## src/rtl/core/pat_pkg.sv

```systemverilog
package pat_pkg;

    localparam int MAX_ENTRIES = 16;
    localparam int CNT_W       = $clog2(MAX_ENTRIES + 1);
    localparam int ADDR_W      = 48;
    localparam int TIME_W      = 48;
    localparam int THR_W       = 32;
    localparam int COUNT_OUT_W = 5;
    localparam int CFG_IDX_W   = 1;
    localparam int CFG_DATA_W  = 48;

    localparam logic [THR_W-1:0] THR_RESET = 32'd10000;

    localparam logic [CFG_IDX_W-1:0] REG_DEVICE_MAC      = 1'd0;
    localparam logic [CFG_IDX_W-1:0] REG_STALE_THRESHOLD = 1'd1;

    typedef enum logic [1:0] {
        KIND_ADD    = 2'd0,
        KIND_REMOVE = 2'd1,
        KIND_SEEN   = 2'd2,
        KIND_QUERY  = 2'd3
    } kind_t;

    typedef enum logic [1:0] {
        STATUS_DONE      = 2'd0,
        STATUS_IGNORED   = 2'd1,
        STATUS_FULL      = 2'd2,
        STATUS_NOT_FOUND = 2'd3
    } status_t;

    typedef struct packed {
        logic [ADDR_W-1:0] addr;
        logic [TIME_W-1:0] stamp;
    } entry_t;

    // Commands broadcast from the sequencer to every cell.
    typedef struct packed {
        logic capture;
        logic shift_up;
        logic remove;
        logic refresh;
    } cell_ctl_t;

endpackage

```

## src/rtl/core/pat_cell.sv

```systemverilog
module pat_cell
    import pat_pkg::*;
(
    input  logic              aclk,
    input  logic              aresetn,
    input  cell_ctl_t         ctl,
    input  logic              live,
    input  logic [ADDR_W-1:0] req_mac,
    input  logic [TIME_W-1:0] req_now,
    input  entry_t            left_in,
    input  entry_t            right_in,
    input  logic              after_in,
    output entry_t            entry_out,
    output logic              match_out,
    output logic              after_out
);

    entry_t entry_reg;
    entry_t entry_next;
    logic   match_reg;

    // A cell at or beyond the removed entry takes its right neighbor's word.
    assign after_out = after_in | match_reg;
    assign entry_out = entry_reg;
    assign match_out = match_reg;

    always_comb begin
        entry_next = entry_reg;
        if (ctl.shift_up) begin
            entry_next = left_in;
        end else if (ctl.remove && after_out) begin
            entry_next = right_in;
        end else if (ctl.refresh && match_reg) begin
            entry_next.stamp = req_now;
        end
    end

    always_ff @(posedge aclk) begin
        entry_reg <= entry_next;
    end

    always_ff @(posedge aclk) begin
        if (!aresetn) begin
            match_reg <= 1'b0;
        end else if (ctl.capture) begin
            match_reg <= live && (entry_reg.addr == req_mac);
        end
    end

endmodule

```

## src/rtl/core/peer_address_table_with_aging_top.sv

```systemverilog
// Peer address table with aging: up to MAX_ENTRIES peer addresses, each with a
// last-seen time stamp, held in a row of cells that compare in parallel.
// The request channel (s_valid/s_ready) carries one word per request: the
// operation in s_kind (add, remove, seen refresh, range query), the address
// in s_mac and the current time in s_now_ms. The result channel
// (m_valid/m_ready) returns exactly one word per request with status, found,
// in_range and the live entry count after the request.
// A request passes through four steps: accept, a compare in every cell, the
// update step that shifts or refreshes the cells, and the age check into the
// output register. The four-step sequencer takes a new request only once it
// has returned to idle, after the result is loaded into the output register.
// When the receiver stalls, the finished word waits in the output register
// while the next request is accepted and processed; that request then waits
// in its final step until the output register is free.
// Reset (aresetn low, synchronous) empties the table, clears the own address
// and sets the stale threshold to 10000 ms. The user must write the configuration
// port with cfg_we, cfg_index and cfg_wdata only while idle; the block does not enforce it.
module peer_address_table_with_aging_top
    import pat_pkg::*;
(
    input  logic                  aclk,
    input  logic                  aresetn,
    input  logic                  cfg_we,
    input  logic [CFG_IDX_W-1:0]  cfg_index,
    input  logic [CFG_DATA_W-1:0] cfg_wdata,
    input  logic                  s_valid,
    output logic                  s_ready,
    input  logic [1:0]            s_kind,
    input  logic [ADDR_W-1:0]     s_mac,
    input  logic [TIME_W-1:0]     s_now_ms,
    output logic                  m_valid,
    input  logic                  m_ready,
    output logic [1:0]            m_status,
    output logic                  m_found,
    output logic                  m_in_range,
    output logic [COUNT_OUT_W-1:0] m_count
);

    typedef enum logic [3:0] {
        SEQ_IDLE = 4'b0001,
        SEQ_LOOK = 4'b0010,
        SEQ_EXEC = 4'b0100,
        SEQ_DONE = 4'b1000
    } seq_t;

    seq_t                 state_reg, state_next;
    logic [ADDR_W-1:0]    device_mac_reg;
    logic [THR_W-1:0]     thr_reg;
    logic [CNT_W-1:0]     count_reg, count_next;

    // Request and intermediate results of the word in flight.
    kind_t                kind_reg;
    logic [ADDR_W-1:0]    req_mac_reg;
    logic [TIME_W-1:0]    req_now_reg;
    logic                 own_reg;
    logic                 hit_reg;
    status_t              status_reg, status_next;
    logic [TIME_W-1:0]    age_reg;

    // Output register.
    logic                 m_valid_reg;
    status_t              m_status_reg;
    logic                 m_found_reg;
    logic                 m_in_range_reg;
    logic [COUNT_OUT_W-1:0] m_count_reg;

    cell_ctl_t              ctl;
    entry_t                 cell_entry [MAX_ENTRIES];
    logic [MAX_ENTRIES-1:0] match_vec;
    logic [MAX_ENTRIES:0]   after_chain;
    entry_t                 new_entry;
    logic [TIME_W-1:0]      sel_stamp;
    logic                   hit;
    logic                   full;
    logic                   fresh;
    logic                   out_load;
    logic [CNT_W+COUNT_OUT_W-1:0] count_ext;

    assign s_ready  = (state_reg == SEQ_IDLE);
    assign out_load = (state_reg == SEQ_DONE) && (!m_valid_reg || m_ready);

    // The new entry enters at the head of the row; all others move up by one.
    assign new_entry.addr  = req_mac_reg;
    assign new_entry.stamp = req_now_reg;
    assign after_chain[0]  = 1'b0;

    genvar gi;
    generate
        for (gi = 0; gi < MAX_ENTRIES; gi++) begin : g_cell
            localparam logic [CNT_W-1:0] CELL_IDX = CNT_W'(gi);
            entry_t left_w;
            entry_t right_w;

            if (gi == 0) begin : g_head
                assign left_w = new_entry;
            end else begin : g_body
                assign left_w = cell_entry[gi-1];
            end

            // The last cell never keeps a live word after a removal, so it
            // can reload itself.
            if (gi == MAX_ENTRIES - 1) begin : g_tail
                assign right_w = cell_entry[gi];
            end else begin : g_inner
                assign right_w = cell_entry[gi+1];
            end

            pat_cell u_cell (
                .aclk      (aclk),
                .aresetn   (aresetn),
                .ctl       (ctl),
                .live      (CELL_IDX < count_reg),
                .req_mac   (req_mac_reg),
                .req_now   (req_now_reg),
                .left_in   (left_w),
                .right_in  (right_w),
                .after_in  (after_chain[gi]),
                .entry_out (cell_entry[gi]),
                .match_out (match_vec[gi]),
                .after_out (after_chain[gi+1])
            );
        end
    endgenerate

    // Addresses in the table are unique, so at most one cell matches and the
    // stamp select is a plain AND-OR over the cells.
    always_comb begin
        sel_stamp = '0;
        for (int i = 0; i < MAX_ENTRIES; i++) begin
            sel_stamp = sel_stamp | (match_vec[i] ? cell_entry[i].stamp : '0);
        end
    end

    assign hit  = |match_vec;
    assign full = (count_reg == CNT_W'(MAX_ENTRIES));

    // Decision step: one status per request and the cell command that goes
    // with it.
    always_comb begin
        ctl         = '0;
        ctl.capture = (state_reg == SEQ_LOOK);
        status_next = STATUS_DONE;
        count_next  = count_reg;
        case (kind_reg)
            KIND_ADD: begin
                if (hit || own_reg) begin
                    status_next = STATUS_IGNORED;
                end else if (full) begin
                    status_next = STATUS_FULL;
                end else begin
                    ctl.shift_up = (state_reg == SEQ_EXEC);
                    count_next   = count_reg + CNT_W'(1);
                end
            end
            KIND_REMOVE: begin
                if (hit) begin
                    ctl.remove = (state_reg == SEQ_EXEC);
                    count_next = count_reg - CNT_W'(1);
                end else begin
                    status_next = STATUS_NOT_FOUND;
                end
            end
            KIND_SEEN: begin
                if (own_reg) begin
                    status_next = STATUS_IGNORED;
                end else if (hit) begin
                    ctl.refresh = (state_reg == SEQ_EXEC);
                end else begin
                    status_next = STATUS_NOT_FOUND;
                end
            end
            KIND_QUERY: begin
                if (!hit) begin
                    status_next = STATUS_NOT_FOUND;
                end
            end
            default: begin
                status_next = STATUS_DONE;
            end
        endcase
    end

    // The age is below a 32-bit threshold only when its upper bits are zero.
    assign fresh = hit_reg && (kind_reg == KIND_QUERY)
                && (age_reg[TIME_W-1:THR_W] == '0)
                && (age_reg[THR_W-1:0] < thr_reg);

    assign count_ext = {{COUNT_OUT_W{1'b0}}, count_reg};

    always_comb begin
        state_next = state_reg;
        case (state_reg)
            SEQ_IDLE: begin
                if (s_valid) begin
                    state_next = SEQ_LOOK;
                end
            end
            SEQ_LOOK: begin
                state_next = SEQ_EXEC;
            end
            SEQ_EXEC: begin
                state_next = SEQ_DONE;
            end
            SEQ_DONE: begin
                if (out_load) begin
                    state_next = SEQ_IDLE;
                end
            end
            default: begin
                state_next = SEQ_IDLE;
            end
        endcase
    end

    always_ff @(posedge aclk) begin
        if (!aresetn) begin
            state_reg      <= SEQ_IDLE;
            count_reg      <= '0;
            device_mac_reg <= '0;
            thr_reg        <= THR_RESET;
            m_valid_reg    <= 1'b0;
        end else begin
            state_reg <= state_next;
            if (state_reg == SEQ_EXEC) begin
                count_reg <= count_next;
            end
            if (cfg_we) begin
                case (cfg_index)
                    REG_DEVICE_MAC:      device_mac_reg <= cfg_wdata[ADDR_W-1:0];
                    REG_STALE_THRESHOLD: thr_reg        <= cfg_wdata[THR_W-1:0];
                    default: begin
                    end
                endcase
            end
            if (out_load) begin
                m_valid_reg <= 1'b1;
            end else if (m_ready) begin
                m_valid_reg <= 1'b0;
            end
        end
    end

    always_ff @(posedge aclk) begin
        if (s_valid && s_ready) begin
            kind_reg    <= kind_t'(s_kind);
            req_mac_reg <= s_mac;
            req_now_reg <= s_now_ms;
        end
        if (state_reg == SEQ_LOOK) begin
            own_reg <= (req_mac_reg == device_mac_reg);
        end
        if (state_reg == SEQ_EXEC) begin
            hit_reg    <= hit;
            status_reg <= status_next;
            age_reg    <= req_now_reg - sel_stamp;
        end
        if (out_load) begin
            m_status_reg   <= status_reg;
            m_found_reg    <= hit_reg;
            m_in_range_reg <= fresh;
            m_count_reg    <= count_ext[COUNT_OUT_W-1:0];
        end
    end

    assign m_valid    = m_valid_reg;
    assign m_status   = m_status_reg;
    assign m_found    = m_found_reg;
    assign m_in_range = m_in_range_reg;
    assign m_count    = m_count_reg;

endmodule

```

## config.mk

```make
export PLATFORM = sky130hd
export DESIGN_NAME = peer_address_table_with_aging_top
export DESIGN_NICKNAME = d
export VERILOG_FILES = /design/src/rtl/core/pat_pkg.sv /design/src/rtl/core/pat_cell.sv /design/src/rtl/core/peer_address_table_with_aging_top.sv
export SDC_FILE = /design/constraint.sdc
export NUM_CORES = 2
export LEC_CHECK = 0
export BUFFER_PORTS_ARGS = -buffer_cell sky130_fd_sc_hd__buf_4
export CORE_ASPECT_RATIO = 0.8
export CORE_MARGIN = 10
export CORE_UTILIZATION = 58
export DETAILED_ROUTE_END_ITERATION = 10
export PLACE_DENSITY_LB_ADDON = 0.05
export SYNTH_ARGS = -nofsm -noshare
export SYNTH_HDL_FRONTEND = slang
export SYNTH_HIERARCHICAL = 1
export SYNTH_SLANG_ARGS = --single-unit
```

## constraint.sdc

```tcl
create_clock -name aclk -period 8.4 [get_ports aclk]
set_input_delay 1.68 -clock aclk [delete_from_list [all_inputs] [get_ports aclk]]
set_output_delay 1.68 -clock aclk [all_outputs]
set_load 0.01 [all_outputs]
```

==> flow_summary.yaml <==
clocking:
  ctsHoldBuffers: 0
  ctsLongestPathBuffers: 3
  clock_latency_ps: 830
  cts_tree: "done"
  clkSinkCount: 1801
  cts_resized: 0
  clk_pin_slew_worst_paths_ps: 60
  ctsHtreeMaxLevel: 4
  cts_buffers: 185
  post_cts_buffers: 0
  root_buffer: "clkbuf_16"
floorplanning:
  dieHeight_um: 387
  start_util_pct: 58.5
  die_area_um2: 185000
  dieWidth_um: 479
  coreArea_um2: 167000
  io-pin-count: 163
  fp-row-count: 134
logic_synthesis:
  postSynthCellCount: 8070
  synth-seq-area-share_pct: 54.2
  syn_avg_cell_area_um2: 12.1
  synth_cell_types: 70
  synth_top_area_share_pct: 52.1
  yosysWarnings: 6
  synth_area_leaders: "edfxtp_1, mux2_2, mux2i_1"
  synth_edf_count: 1695
  postSynthNetCount: 8305
  synth-seq-cells: 1801
  synth_flop_cell: "edfxtp_1"
  synth_top_cell_by_area: "edfxtp_1"
  netlist_area_um2: 97800
  async_flop_share_pct: 0
timing:
  rsz0062_at_grt: "false"
  finalCritPeriodShare_pct: 74.1
  hold_viol_final: 0
  worst_pin_slew_ps: 1430
  final-max-slew-violation-count: 0
  fin_crit_ps: 6230
  max_slew_margin_pct: 4.05
  fmax_mhz: 161
  skew_ps: 27.5
  tns_ps: 0
  finalSetupViolCount: 0
  whs_ps: 460
run:
  timing.max_cap.violations: 0
cells_and_area:
  num-nets-final: 8333
  drive_gt1_share_pct: 17.3
  design_area_um2: 107000
  syn_to_final_growth_pct: 8.99
  largest_reg_flops: 1536
setup_path:
  end_kind: "flip-flop"
  crit_arrival_ps: 6750
  crit_path_start_kind: "flip-flop"
  path_class: "reg2reg"
  crit_fanout: 48
  worst_ep_required_time_ps: 8920
route:
  wirelength_um: 323000
  drc: 0
  drtIter0Drc: 12300
  wl_per_cell_um: 30.8
  firstDrtPassIters: 6
  vias: 70900
  vias_per_cell: 6.75
  drt.antenna.violating_nets: 0
grt:
  antenna_found_initial: 11
  grt_pass1_vias: 66400
  overflow: 0
  grt_usage_pct: 33.3
  grt_max_degree: 274
  grt_pass1_wl_um: 464000
place:
  portBuffers: 162
  dp_hpwl_um: 205000
  place_congestion: 0.930
  placed_area_um2: 101000
pwr:
  seqPwrFrac_pct: 50.1
  clkPwrFrac_pct: 41.5
  ir_drop_uv: 225
  switching_share_pct: 24.0
  internal_power_w: 0.0153
  p_switching_w: 0.00484
  power_leakage_nw: 36.0
  power_density_nw_per_um2: 189
  power_frac_comb_pct: 8.4
run_status:
  status: "finished clean"
min_path:
  worst_hold_path_type: "reg2reg"
worst max-delay path, stage by stage, from the launching register on:
cell     delay, ps
dfxtp_4        510
or2_4          340
or2_4          250
or2_4          250
or2_4          250
or2_4          250
or2_4          250
or2_4          250
or2_4          250
or2_4          250
or2_4          240
or2_4          240
or2_4          250
or2_4          250
or2_4          250
or2_4          250
or2_4          240
nand2_4         80
buf_4          860
mux2i_1        280
o21ai_0        110
routing by layer:
layer	vias to the layer above	share of wire [%]	global-route usage (%)
li1	30400	-	-
met2	4997	39	43.1
met3	580	15	10.4
met5	-	0.014	0.232
met4	2	2.8	8.74
met1	34900	43	52.7
cell families (layout without fill, tap and decap cells):
group,after synthesis,after routing,share of synthesized area [%]
AND/OR/NAND/NOR,1654,1654,7.80
other,1,4,0.00384
multiplexers,1538,1538,16.7
AO/OA/AOI/OAI,1623,1623,10.5
flip-flops,1801,1801,54.2
adder cells (fa/ha/maj),83,83,1.07
buffers and inverters,696,879,3.63
XOR/XNOR,674,674,6.04
synth_stat cells, types with 6 or more instances:
cell type and number:
nand3_1 90, clkbuf_1 251, a21boi_0 8, nor4_1 100
ha_1 82, o21ai_0 634, mux2_2 768, o21bai_1 11
o211ai_1 6, a31oi_1 6, xnor2_1 464, o2111ai_1 16
and2_1 7, buf_6 32, nand2b_1 78, buf_4 16
or2_4 16, xor2_1 210, nand2_1 975, o2bb2ai_1 32
o21ai_1 180, and3_1 8, a22oi_1 244, inv_1 242
o22ai_1 32, nor2_1 116, a2111oi_0 16, nand3b_1 17
nand4_1 175, dfxtp_1 106, o221ai_1 17, nor3_1 28
a22o_1 136, nor2b_1 15, a21o_1 52, buf_12 32
edfxtp_1 1695, nand2_4 16, buf_2 96, a21oi_1 124
a221oi_1 73, mux2i_1 770, buf_1 26
area by class of cell:
cell class                      instances  area (µm²)
Fill cell                           12900       60600
Sequential cell                      1801       53100
Multi-Input combinational cell       5573       41500
Clock buffer                          238        5010
Tap cell                             2244        2810
Timing Repair Buffer                  294        2310
Clock inverter                        104         947
Inverter                              243         912
Antenna cell                            3        7.51
through the flow:
step / utilization, % / worst slack (ps) / power (W) / cells
after global placement: 60.2 / 2340 / 0.0118 / 10200
after CTS: 63.7 / 2260 / 0.0201 / 10500
final: 63.7 / 2170 / 0.0201 / 10500
after detailed placement: 60.2 / 2290 / 0.0119 / 10200
after global routing: 63.7 / 2100 / 0.0207 / 10500
after floorplan: - / 776 / 0.0113 / 8070
worst paths after layout:
check        cells past startpoint  slack (ps)                  startpoint                              end
max                             20        2170  g_cell[0].u_cell/match_out  g_cell[15].u_cell/entry_out[12]
min                              2         460                  thr_reg[3]                       thr_reg[3]
max reg2reg                     20        2170  g_cell[0].u_cell/match_out  g_cell[15].u_cell/entry_out[12]
min reg2reg                      2         460                  thr_reg[3]                       thr_reg[3]
cell usage in the layout, fill, tap and decap left out, types with 16 or more instances in the layout:
master,n
mux2i_1,770
or2_4,16
a21o_4,16
o21ai_1,180
ha_1,82
nor3_1,27
nand2b_1,61
nand3b_1,17
a2111oi_0,16
edfxtp_1,1695
bufinv_16,17
a22o_1,136
clkbuf_1,40
nor4_1,100
nand2_4,16
clkinv_1,35
o2111ai_1,16
nor2_1,115
o21ai_0,634
dfxtp_1,90
inv_1,242
clkinv_2,41
mux2_2,768
buf_4,286
o2bb2ai_1,32
nand4_1,175
a21oi_1,124
nand2b_4,16
clkbuf_16,190
xor2_1,210
nand3_1,90
o221ai_1,17
dfxtp_4,16
a21o_1,36
o22ai_1,32
a22oi_1,244
a221oi_1,73
xnor2_1,464
nand2_1,975
power by group through the flow:
stage	registers [W]	clock network [W]	logic (W)
after floorplan	0.0103	0	0.000923
after global placement	0.0103	0	0.00158
after detailed placement	0.0103	0	0.00163
after CTS	0.0101	0.00843	0.00164
after global routing	0.0101	0.00878	0.00181
final	0.0101	0.00835	0.00169
Note: power is estimated with default switching activity, not from simulation.
